$ cat src/hdl/dppi_pkg.sv
// Package for the decayed pair projection indicator: widths, codes, types, helpers.
`timescale 1ns / 1ps
package dppi_pkg;

  // Fixed-point and field widths
  localparam int FRAC_BITS = 16;
  localparam int DECAY_W   = 16;
  localparam int PRICE_W   = 24;
  localparam int PST_W     = 26;
  localparam int AVG_S_W   = 48;
  localparam int AVG_W     = 64;
  localparam int MAG_B_W   = 49;
  localparam int PROD_W    = AVG_W + MAG_B_W;
  localparam int ACC_W     = AVG_W + 1 + DECAY_W;

  localparam logic [DECAY_W-1:0] DECAY_RESET = 16'd52016;
  localparam logic [AVG_W-1:0]   Q_ONE       = 64'd1 << FRAC_BITS;
  localparam logic [AVG_W-1:0]   S64_MAX     = {1'b0, {63{1'b1}}};
  localparam logic [AVG_W-1:0]   S64_MIN     = {1'b1, 63'd0};

  // Command codes
  typedef enum logic [1:0] {
    CMD_MARKET    = 2'd0,
    CMD_INTERRUPT = 2'd1,
    CMD_RESUME    = 2'd2
  } cmd_e;

  // Top-level sequencer
  typedef enum logic [3:0] {
    ST_IDLE,
    ST_PROD,
    ST_INIT,
    ST_LOAD,
    ST_EMA,
    ST_UPD,
    ST_DEV,
    ST_CHK,
    ST_MD,
    ST_PROJ,
    ST_SUB,
    ST_OUT
  } state_e;

  // Serial multiply-divide sequencer
  typedef enum logic [2:0] {
    MD_IDLE,
    MD_MUL,
    MD_CHK,
    MD_DIV,
    MD_DONE
  } md_state_e;

  typedef struct packed {
    logic               start;
    logic [AVG_W-1:0]   mag_a;
    logic [MAG_B_W-1:0] mag_b;
    logic [AVG_W-1:0]   den;
  } md_req_t;

  typedef struct packed {
    logic             done;
    logic [AVG_W-1:0] quot;
  } md_rsp_t;

  // (a*b) << FRAC_BITS with sign applied, saturated to signed 64 bit
  function automatic logic [AVG_W-1:0] prod_q(input logic [PST_W-1:0] mag_a,
                                               input logic [PST_W-1:0] mag_b,
                                               input logic             neg);
    logic [2*PST_W-1:0] mag;
    logic [AVG_W-1:0]   mag64;
    logic [AVG_W-1:0]   val;
    mag   = mag_a * mag_b;
    mag64 = AVG_W'(mag);
    if ((mag64 >> (63 - FRAC_BITS)) != '0) begin
      val = neg ? S64_MIN : S64_MAX;
    end else begin
      val = mag64 << FRAC_BITS;
      if (neg) begin
        val = -val;
      end
    end
    return val;
  endfunction

endpackage

$ cat src/hdl/dppi_muldiv.sv
// Bit-serial unsigned multiply (64 x 49) followed, unless the quotient overflows, by restoring divide of the product.
`timescale 1ns / 1ps
module dppi_muldiv (
  input  logic              clk_i,
  input  logic              rst_ni,
  input  dppi_pkg::md_req_t req_i,
  output dppi_pkg::md_rsp_t rsp_o
);

  dppi_pkg::md_state_e state_q, state_d;

  logic [dppi_pkg::PROD_W-1:0]  a_sh_q;
  logic [dppi_pkg::MAG_B_W-1:0] b_sh_q;
  logic [dppi_pkg::PROD_W-1:0]  prod_q;
  logic [dppi_pkg::AVG_W-1:0]   den_q;
  logic [dppi_pkg::AVG_W-1:0]   rem_q;
  logic [dppi_pkg::AVG_W-1:0]   lo_q;
  logic [dppi_pkg::AVG_W-1:0]   quot_q;
  logic [5:0]                   cnt_q;

  logic [dppi_pkg::AVG_W-1:0] hi_c;
  logic                       ovf_c;
  logic [dppi_pkg::AVG_W:0]   r2_c;
  logic                       ge_c;

  // Overflow check and one divide step
  always_comb begin
    hi_c  = dppi_pkg::AVG_W'(prod_q[dppi_pkg::PROD_W-1:dppi_pkg::AVG_W]);
    ovf_c = hi_c >= den_q;
    r2_c  = {rem_q, lo_q[dppi_pkg::AVG_W-1]};
    ge_c  = r2_c >= {1'b0, den_q};
  end

  // Next state
  always_comb begin
    state_d = state_q;
    case (state_q)
      dppi_pkg::MD_IDLE: if (req_i.start) state_d = dppi_pkg::MD_MUL;
      dppi_pkg::MD_MUL:  if (cnt_q == 6'(dppi_pkg::MAG_B_W - 1)) state_d = dppi_pkg::MD_CHK;
      dppi_pkg::MD_CHK:  state_d = ovf_c ? dppi_pkg::MD_DONE : dppi_pkg::MD_DIV;
      dppi_pkg::MD_DIV:  if (cnt_q == 6'(dppi_pkg::AVG_W - 1)) state_d = dppi_pkg::MD_DONE;
      dppi_pkg::MD_DONE: state_d = dppi_pkg::MD_IDLE;
      default:           state_d = dppi_pkg::MD_IDLE;
    endcase
  end

  // Outputs
  always_comb begin
    rsp_o.done = (state_q == dppi_pkg::MD_DONE);
    rsp_o.quot = quot_q;
  end

  always_ff @(posedge clk_i or negedge rst_ni) begin
    if (!rst_ni) begin
      state_q <= dppi_pkg::MD_IDLE;
    end else begin
      state_q <= state_d;
    end
  end

  // Datapath: shift-add multiply, then, unless the high half overflows, one quotient bit per cycle
  always_ff @(posedge clk_i) begin
    case (state_q)
      dppi_pkg::MD_IDLE: begin
        a_sh_q <= dppi_pkg::PROD_W'(req_i.mag_a);
        b_sh_q <= req_i.mag_b;
        den_q  <= req_i.den;
        prod_q <= '0;
        cnt_q  <= '0;
      end
      dppi_pkg::MD_MUL: begin
        if (b_sh_q[0]) prod_q <= prod_q + a_sh_q;
        a_sh_q <= a_sh_q << 1;
        b_sh_q <= b_sh_q >> 1;
        cnt_q  <= cnt_q + 6'd1;
      end
      dppi_pkg::MD_CHK: begin
        rem_q  <= hi_c;
        lo_q   <= prod_q[dppi_pkg::AVG_W-1:0];
        quot_q <= ovf_c ? dppi_pkg::S64_MIN : '0;
        cnt_q  <= '0;
      end
      dppi_pkg::MD_DIV: begin
        if (ge_c) begin
          rem_q <= dppi_pkg::AVG_W'(r2_c - {1'b0, den_q});
        end else begin
          rem_q <= r2_c[dppi_pkg::AVG_W-1:0];
        end
        quot_q <= {quot_q[dppi_pkg::AVG_W-2:0], ge_c};
        lo_q   <= lo_q << 1;
        cnt_q  <= cnt_q + 6'd1;
      end
      default: begin
      end
    endcase
  end

endmodule

$ cat config.mk
export PLATFORM = sky130hd
export DESIGN_NAME = dppi_muldiv
export DESIGN_NICKNAME = d
export VERILOG_FILES = /design/src/hdl/dppi_pkg.sv /design/src/hdl/dppi_muldiv.sv
export SDC_FILE = /design/constraint.sdc
export NUM_CORES = 1
export LEC_CHECK = 0
export ABC_AREA = 1
export BUFFER_PORTS_ARGS = -buffer_cell sky130_fd_sc_hd__buf_2
export CORE_MARGIN = 4
export CORE_UTILIZATION = 34
export CTS_CLUSTER_SIZE = 30
export DETAILED_ROUTE_END_ITERATION = 8
export HOLD_SLACK_MARGIN = 0.02
export PLACE_DENSITY = 0.59
export SYNTH_ARGS = -nofsm -noshare
export SYNTH_HDL_FRONTEND = slang
export SYNTH_SLANG_ARGS = --single-unit
export TNS_END_PERCENT = 10
$ cat constraint.sdc
create_clock -name clk_i -period 16.26 [get_ports clk_i]
set_input_delay 3.252 -clock clk_i [delete_from_list [all_inputs] [get_ports clk_i]]
set_output_delay 3.252 -clock clk_i [all_outputs]
set_load 0.02 [all_outputs]
* Word level (Yosys, flattened, before mapping)
Cells that the tools add are included.
Word-level totals: logic and storage cells 47, register bits 540
Cells by class: $add $sub $neg 3, muxes and demuxes 15, equality and inequality tests 10, magnitude comparators 2, reduce and logical (&&, ||, !) cells 8
Operators with widths (count):
- $pmux 113 s2 | 2
- $pmux 64 s2 | 3
- $mux 64 | 2
- $add 113x113->113 | 1
- $mux 113 | 1
- $pmux 49 s2 | 1
- $ge 65x64->1 | 1
- $ge 49x64->1 | 1
- $sub 64x64->64 | 1
- $eq 6x6->1 const B | 2
- $mux 3 | 4
- $pmux 3 s4 | 1
- $pmux 6 s2 | 1
- $ne 2x2->1 const B | 4
- $add 6x1->6 const B | 1
- $eq 3x2->1 const B | 2
- $reduce_bool 2->1 | 3
- $reduce_or 2->1 | 2
- $eq 3x1->1 const B | 1
- $eq 3x3->1 const B | 1
- $logic_not 3->1 | 1
- $reduce_and 3->1 | 1
- $reduce_and 2->1 | 1

* Logic depth before layout (Yosys ltp)
Gate-level depths: netlist of the first run.
depth in word-level cells 3, mapped depth 18

* Least setup slack after synthesis of the first run
Ideal clock, no wire load.
kind reg2reg, from reg state_q[2], to reg prod_q[0] (netlist bit), enable pin, stages on the path, launching flop included 4, data arrival time 12.804 ns, library setup time 0.586 ns, clock period less this slack 13.389 ns, setup slack 2.871 ns, cells stage by stage dfrtp_1 > nor2_1 > inv_1 > nor2_1
On the way: longest elaborated chain between the ends 3, elaborated cells between the ends (all ways) 5
RTL lines:
- start, declared | RTL line dppi_muldiv.sv:10 | dppi_pkg::md_state_e state_q, state_d;
- start signal, assigned | RTL line dppi_muldiv.sv:55 | state_q <= dppi_pkg::MD_IDLE;
- start signal, assigned | RTL line dppi_muldiv.sv:57 | state_q <= state_d;
- $eq 3x1->1 / $logic_not 3->1 (equally long branches) | RTL line dppi_muldiv.sv:63 | case (state_q)
- $ne 2x2->1 (no line) / $reduce_bool 2->1 (equally long branches)
- $reduce_and 2->1 (no line) *
- end signal, assigned | RTL line dppi_muldiv.sv:72 | if (b_sh_q[0]) prod_q <= prod_q + a_sh_q;
- end, declared | RTL line dppi_muldiv.sv:14 | logic [dppi_pkg::PROD_W-1:0] prod_q;
Mark *: on every way between the ends. The rest lies on a longest branch, timed or not. A chain may end at the register's enable or synchronous reset.

==> results of run 1 <==
[synthesized netlist by cell type, types with 13 or more instances]
cell type  instances
xnor2_1           31
inv_1           1141
ha_1             227
a21oi_1          276
o21ai_0          127
nand3_2           51
edfxtp_1         537
nand2_1         2416
nand3b_1          33
and2_1            13
buf_2             29
nand3_1          216
o21bai_1          21
nand4_1           33
inv_2             16
clkbuf_1          46
nor3_1            39
nor2_1           598
[worst max-delay path, stage by stage, from the launching register on]
cell     delay [ns]
dfrtp_1        0.47
inv_1          0.21
nor3_1         0.32
buf_2          0.24
[path summary, 6_finish.rpt]
| path | from | to |
|---|---|---|
| setup / recovery | state_q[2] | rsp_o[64] |
| hold reg to reg | b_sh_q[14] | b_sh_q[13] |
| setup reg to reg | a_sh_q[0] | prod_q[80] |
| max in group asynchronous | rst_ni | state_q[0] |
| hold / removal | b_sh_q[14] | b_sh_q[13] |
| min in group asynchronous | rst_ni | state_q[1] |
[cell families after synthesis]
family	after synthesis	share of synthesized area, %
compound gates	437	5.611
xor+xnor	33	0.7138
fa+ha+maj	229	7.113
buf+inv	1255	11.96
flops	540	40.01
mux	1	0.02472
simple gates	3443	34.57
[routing by layer]
metal  share of wire [%]  GRT usage (%)  vias to the layer above
li1                    -              -                    18870
met1                  46          29.33                    16990
met2                  45          35.75                      983
met3                 5.4          3.120                      217
met4                 3.9          8.177                        0
met5                   0              0                        -
[registers in the layout (all words and copies together) (netlist names)]
| signal | flops |
|---|---|
| a_sh_q | 113 |
| prod_q | 113 |
| den_q | 64 |
| lo_q | 64 |
| quot_q | 64 |
| rem_q | 64 |
| b_sh_q | 49 |
| cnt_q | 6 |
| state_q | 3 |
[layout make-up]
cell class / count / share of cell area [%]
Timing Repair Buffer: 261 / 3.005
Inverter: 1160 / 9.546
Clock inverter: 42 / 1.117
Antenna cell: 2 / 0.01095
Multi-Input combinational cell: 4143 / 42.64
Tap cell: 1536 / 4.204
Clock buffer: 84 / 4.040
Sequential cell: 540 / 35.44
[metrics by stage]
step	setup WS (ns)	instance area, µm²
4_1_cts	11.06	45710
6_report	11.11	45720
3_3_place_gp	11.80	43360
5_1_grt	11.02	45710
3_5_place_dp	11.81	43360
2_1_floorplan	2.871	40490
==> results list, run 1 <==
* Cts hold-fix bufs: 0
- Based on the critical path, the design can be clocked at up to 194.2 MHz.
- Avg Synthesized Cell Area: 6.819 µm²
* Share of synthesized area occupied by flip-flops and latches: between 40% and 50%
* Global-route wire length before repair: around 210 mm
- Final RePlAce weighted congestion: 1.016
* Setup repair after global routing missed its margin: no
- In this run the core area contains approximately 130 standard-cell rows.
* Global-route usage over all layers: 21.84%
- CTS sink cnt: 540
- Layout cells sized above 1: 7.576%
- Post-Syn Instances: 5,938
* Required @ worst endpoint: between 10 and 15 ns
- Along the worst hold path, the cell count comes to 2.
- After clock tree synthesis, the clock-pin slew on the worst setup and hold paths is 0.06 ns.
* Post-route ant nets: 0
- In the routed design, unresolved DRC markers number 0.
- Worst R2R Setup Slack: ~13 ns
* Total Die Area: between 100,000 and 150,000 µm²
- Critical Path End Type: output pin
- For the worst setup path, the data arrival time is 1.90 ns.
- The max-slew violation count is 0.
* Placed Cells incl. Taps: 7,640
* Top cell type's share of synthesized area: between 30% and 40%
* Primary FF master, synth: edfxtp_1
- Chip Height: 353.1 µm
- Pin count of the biggest net entering global routing: 131
- Number of setup violations in the final report: 0
- 1st-iter DRT viols: 2,789
- Input/output buffers: approximately 240
- Commonest cells after routing, fill and taps aside: nand2_1, inv_1, nor2_1, edfxtp_1, a21oi_1
* Maximum fanout along the worst path: 7
- The synthesized design spends more area on one cell type than any other, namely edfxtp_1.
- In this run the horizontal extent of the chip is 353.1 µm.
- In this run the standard cell core region covers 118,100 µm².
* Final hold vios: 0
- Utilization after layout: 38.72%
- Deepest clock path buffer count: 3
* Vias per cell: 4.771
* Number of vias after detailed routing: 37,060
- Pin slew with the least headroom to its limit: 1.118 ns
* Final #Nets: roughly 6,600
- TritonCTS built the clock tree.
- The number of clock buffers added by TritonCTS is 69.
- Drt total wl: 139.0 mm
- Router iterations before antenna repair: 6
- Type of the worst setup path: flip-flop to output pin
- Antenna violations before repair: 1
- Share of flip-flops with an asynchronous set or reset after synthesis: 0.5556%
- Combined flip-flop and latch cell area: 16,200 µm²
- Area Growth Syn to Fin: 12.91%
- The Yosys step of the flow raised 0 warnings.
- Clock tree root driver cell: clkbuf_16
* Area used by multi-input combinational logic: 19,490 µm²
- The tightest min-delay check is of the flip-flop to flip-flop type.
- Measured against its own limit, the worst slew margin works out to 25.45%.
- After synthesis the cells add up to 40,490 µm².
- Post-route fraction of the period consumed by the critical path: 31.66%
* EDFF count, synth: between 500 and 600
- The tool flagged a number of max-cap violations equal to 0.
* Vias in the first global route: 35,590
- Total number of H-tree levels: 3
* Time the final worst path needs with I/O delays and setup: 5.149 ns
* Finished Layout Cells: about 8,000
* Boundary Pins: about 250
* Filler Cells Inserted: about 13,000
- Initial core utilization: 34.29%
* TNS Setup: 0 ns
* Later-pin clock latency in the skew report: 0.67 ns
- Most common cell after layout, fill and taps aside: nand2_1
- Run status: finished, final reports clean
- Top area cells in the synthesized netlist: edfxtp_1, nand2_1, inv_1, ha_1, nor2_1
- The HPWL after detailed placement is 111.9 mm.
* WL per Instance: 17.89 µm
* Gr ovfl total: 0
* Post-cts gate resize count: 0
- Number of setup buffers added after CTS: 0
- Synthesis instantiated 44 different standard cells from the library.
* Synthesized net count: between 6,000 and 7,000
* Final worst hold slack: around 0.50 ns
- For the final database, setup skew stands at 0.04146 ns.
* Worst-case reg-to-reg path depth: 14
* Crit path launch type: flip-flop
- Synthesized flop and latch total: 540
Power of run 1 is left out: the tool's default activity adds up to more than one toggle a clock period on the data nets, which glitch-free logic cannot reach.
==> inputs of run 2 (changes only) <==
--- a/config.mk
+++ b/config.mk
@@ -5,14 +5,14 @@
 export SDC_FILE = /design/constraint.sdc
 export NUM_CORES = 1
 export LEC_CHECK = 0
-export ABC_AREA = 1
+export ABC_AREA = 0
 export BUFFER_PORTS_ARGS = -buffer_cell sky130_fd_sc_hd__buf_2
 export CORE_MARGIN = 4
 export CORE_UTILIZATION = 34
 export CTS_CLUSTER_SIZE = 30
 export DETAILED_ROUTE_END_ITERATION = 8
 export HOLD_SLACK_MARGIN = 0.02
-export PLACE_DENSITY = 0.59
+export PLACE_DENSITY = 0.61
 export SYNTH_ARGS = -nofsm -noshare
 export SYNTH_HDL_FRONTEND = slang
 export SYNTH_SLANG_ARGS = --single-unit
==> constraint.sdc (replaced) <==
create_clock -name clk_i -period 4.5 [get_ports clk_i]
set_input_delay 0.9 -clock clk_i [delete_from_list [all_inputs] [get_ports clk_i]]
set_output_delay 0.9 -clock clk_i [all_outputs]
set_load 0.02 [all_outputs]
==> results list, run 2 <==
- The later-pin clock latency in the skew report came to 0.63 ns (-0.04 ns).
- The final clock skew was 0.03233 ns (-0.009124 ns).
- The total vias in the final route was 26,810 (-28%).
* Vias in the first global route: 26,250 (-26%)
* Synthesized flop and latch total: 540 (unchanged)
- Top cell type by total area after synthesis: edfxtp_1
* Total power draw: 10.82 mW
- Worst path arrival time: 4.39 ns (+2.49 ns)
* Deepest clock path buffer count: 3 (unchanged)
- HPWL after detailed placement: 69.89 mm (-38%)
- Clock tree root driver cell: clkbuf_16
- WL per Instance: 18.89 µm (+5.6%)
- The critical path is of the flip-flop to flip-flop type.
- Share of flip-flops with an asynchronous set or reset after synthesis: 0.5556% (unchanged)
* Top flop regs: a_sh_q (113), prod_q (113)
* Post-Syn Instances: 3,561 (-40%)
* Synthesized net count: 3,970 (-37%)
* Number of maximum-capacitance violations: 0 (unchanged)
- Pin count of the biggest net entering global routing: 136 (+3.8%)
- The transition time of the tightest slew-check pin was 1.017 ns (-0.1017 ns).
- Max Transition Viols Final: 0 (unchanged)
* Total Die Area: 104,900 µm² (-16%)
* Top cell type's share of synthesized area: 47.53% (+7.7 points)
- The layout cell share with drive strength beyond 1 came to 11.01% (+3.4 points).
- Dividing the final minimum period by the clock period gives 89.38%.
* Final RePlAce weighted congestion: 0.9040 (-11%)
- STA classifies the critical path endpoint as a flip-flop.
- Power density over the cells: roughly 280 nW/µm²
* Total number of H-tree levels: 3 (unchanged)
- Worst R2R Setup Slack: 0.48 ns (-12.09 ns)
- Avg Synthesized Cell Area: 9.527 µm² (+40%)
- The analysis attributes to net switching a power of 2.261 mW.
- Switching portion of total power: 20.90%
- Crit path launch type: flip-flop
- The number of nets in the layout is 4,111 (-38%).
- The die height is 323.9 µm (-8.3%).
- EDFF count, synth: 537 (unchanged)
- The global-route wire length before repair was 148.0 mm (-30%).
- DRC errors left: 0 (unchanged)
- The overall fraction of global-route tracks in use came to 17.77% (-4.1 points).
- Time the final worst path needs with I/O delays and setup: 4.022 ns
* Core area: 98,710 µm² (-16%)
- The largest fanout on the critical path was 5 (-2).
- Dominant cell by count in the synthesized netlist: nand2_1
* Sequential share of power: 50.4%
- The count of routing violations after the opening detailed-route iteration was 1,998 (-28%).
- Post-route ant nets: 0 (unchanged)
- Static power due to leakage: 15.95 nW
* Final worst hold slack: 0.07324 ns (-0.4285 ns)
- The number of endpoints with negative hold slack in the final report came to 0 (unchanged).
* Vias per cell: 5.319 (+11%)
* Max-Slew Margin vs Limit: 32.23% (+6.8 points)
- The number of rows created at floorplan is 115 (-8.7%).
- The first-pass iteration count of the detailed router is 8 (+2).
- The path class of the tightest hold or removal check is primary input to async pin.
- The TritonCTS buffer count came to 67 (-2.9%).
* Post-cts gate resize count: 0 (unchanged)
- Most common cell after layout, fill and taps aside: nand2_1
- The required time reported for the critical path endpoint was 4.87 ns (-8.14 ns).
- Reg clk slew, reported paths: 0.06 ns (about the same)
- Post-synth cell types: 89 (+100%)
- The yosys synthesis warning count was 0 (unchanged).
- CTS sink cnt: 540 (unchanged)
* Number of setup buffers added after CTS: 0 (unchanged)
- Clk pwr share: a little under 50%
- Drt total wl: 95.20 mm (-32%)
- The aggregate negative setup slack was 0 ns (unchanged).
* Gr ovfl total: 0 (unchanged)
- The commonest cells after synthesis are nand2_1, edfxtp_1, a21oi_1.
- The number of hold-repair buffers added at the cts stage was 0 (unchanged).
- Worst vdd rail ir drop: 0.2808 mV
- The sequential share of the synthesized area is 47.75% (+7.7 points).
- Top area cells in the synthesized netlist: edfxtp_1, nand2_1, ha_1, a21oi_1, nor2_1
- Cell internal power was estimated by the tool at 8.560 mW.
- Boundary Pins: 245 (unchanged)
* Instance area after placement: 36,280 µm² (-16%)
- Initial core utilization: 34.37% (+0.078 points)
- Compared with the post-synthesis result, the final layout area differs by 13.16%.
* Maximum clock rate: approximately 250 MHz
- Run status: finished, final reports clean
* Cell Area, Synth: 33,930 µm² (-16%)
* Antenna violations before repair: 5 (+4)
- Final standard cell area without fillers: 38,390 µm² (-16%)
- Width of the die: 323.9 µm (-8.3%)
- In the layout the commonest cells are nand2_1, edfxtp_1, a21oi_1, buf_2, nor2_1.
* Input/output buffers: 244 (unchanged)
* Number of setup violations in the final report: 0 (unchanged)
- Primary FF master, synth: edfxtp_1
- Setup repair after global routing left no endpoint under its margin.
- Combinational cell fraction of total power: 0.8%
- TritonCTS built the clock tree.
## run 2: cell types whose count changed after synthesis, moves of 41 or more
cell,change
mux2i_1,+55
nand3_1,-179
nand4_1,+58
xnor2_1,+70
nor2_1,-359
xor2_1,+51
and3_1,+129
o21ai_1,+41
inv_1,-1011
a21o_1,+88
nand3_2,-51
clkbuf_1,+120
nand2_1,-1653
## run 2: critical path, cell delays in order (launching register included)
cell and delay, ns:
edfxtp_1 0.44, ha_1 0.34, a211oi_1 0.25, o31ai_1 0.17, o311a_1 0.37, and3_1 0.22, o21ai_0 0.38, a21boi_1 0.31
o2111a_1 0.39, o31ai_1 0.24, nand2b_1 0.17, a21oi_1 0.36, mux2i_1 0.12
## run 2: per-layer routing
layer	GRT usage, %	up-vias	routed length [µm]
met3	2.608	139	4381
met5	0	-	27
met2	30.08	626	45570
met4	4.596	4	2328
met1	23.94	12890	42890
li1	-	13150	-
## run 2: worst paths after layout
path / end / depth (start not counted) / start
min in group clk_i: den_q[24] / 1 / req_i[24]
hold / removal: state_q[1] / 1 / rst_ni
max in group asynchronous: state_q[0] / 1 / rst_ni
setup reg to reg: prod_q[97] / 12 / a_sh_q[1]
hold reg to reg: b_sh_q[46] / 2 / b_sh_q[47]
setup / recovery: prod_q[97] / 12 / a_sh_q[1]
## run 2: power by group through the flow
stage	sequential [mW]	clock, mW	combinational, mW
4_1_cts	5.45	5.43	0.0899
3_3_place_gp	5.56	0	0.0883
2_1_floorplan	5.56	0	0.00113
6_report	5.45	5.28	0.0862
3_5_place_dp	5.56	0	0.0884
5_1_grt	5.45	5.64	0.0965
## run 2: layout make-up
cell class              instances  area [µm²]
repair buffers                273        1526
diodes                          1       2.502
well taps                    1287        1610
clock buffers                  81        1772
inverters                     130       488.0
clock inverters                38       329.1
fillers                      9956       60320
multi-input cells            2690       16460
flip-flops and latches        540       16200
## run 2: cell families after synthesis
group                    count (synthesis)  synth area share [%]
adder cells (fa/ha/maj)                229                 8.490
XOR/XNOR                               154                 3.976
AND/OR/NAND/NOR                       1448                 19.34
multiplexers                            56                 1.652
buffers and inverters                  331                 3.909
AO/OA/AOI/OAI                          803                 14.88
flip-flops                             540                 47.75
## run 2: stage by stage
stage / utilization [%] / instances / setup WS [ns]
after floorplan: - / 3561 / -1.149
after global placement: 36.76 / 4920 / 0.5132
after detailed placement: 36.76 / 4920 / 0.5025
after CTS: 38.89 / 5039 / 0.4758
after global routing: 38.89 / 5040 / 0.2882
final: 38.89 / 5040 / 0.4778
(Power assumes the default switching activity.)
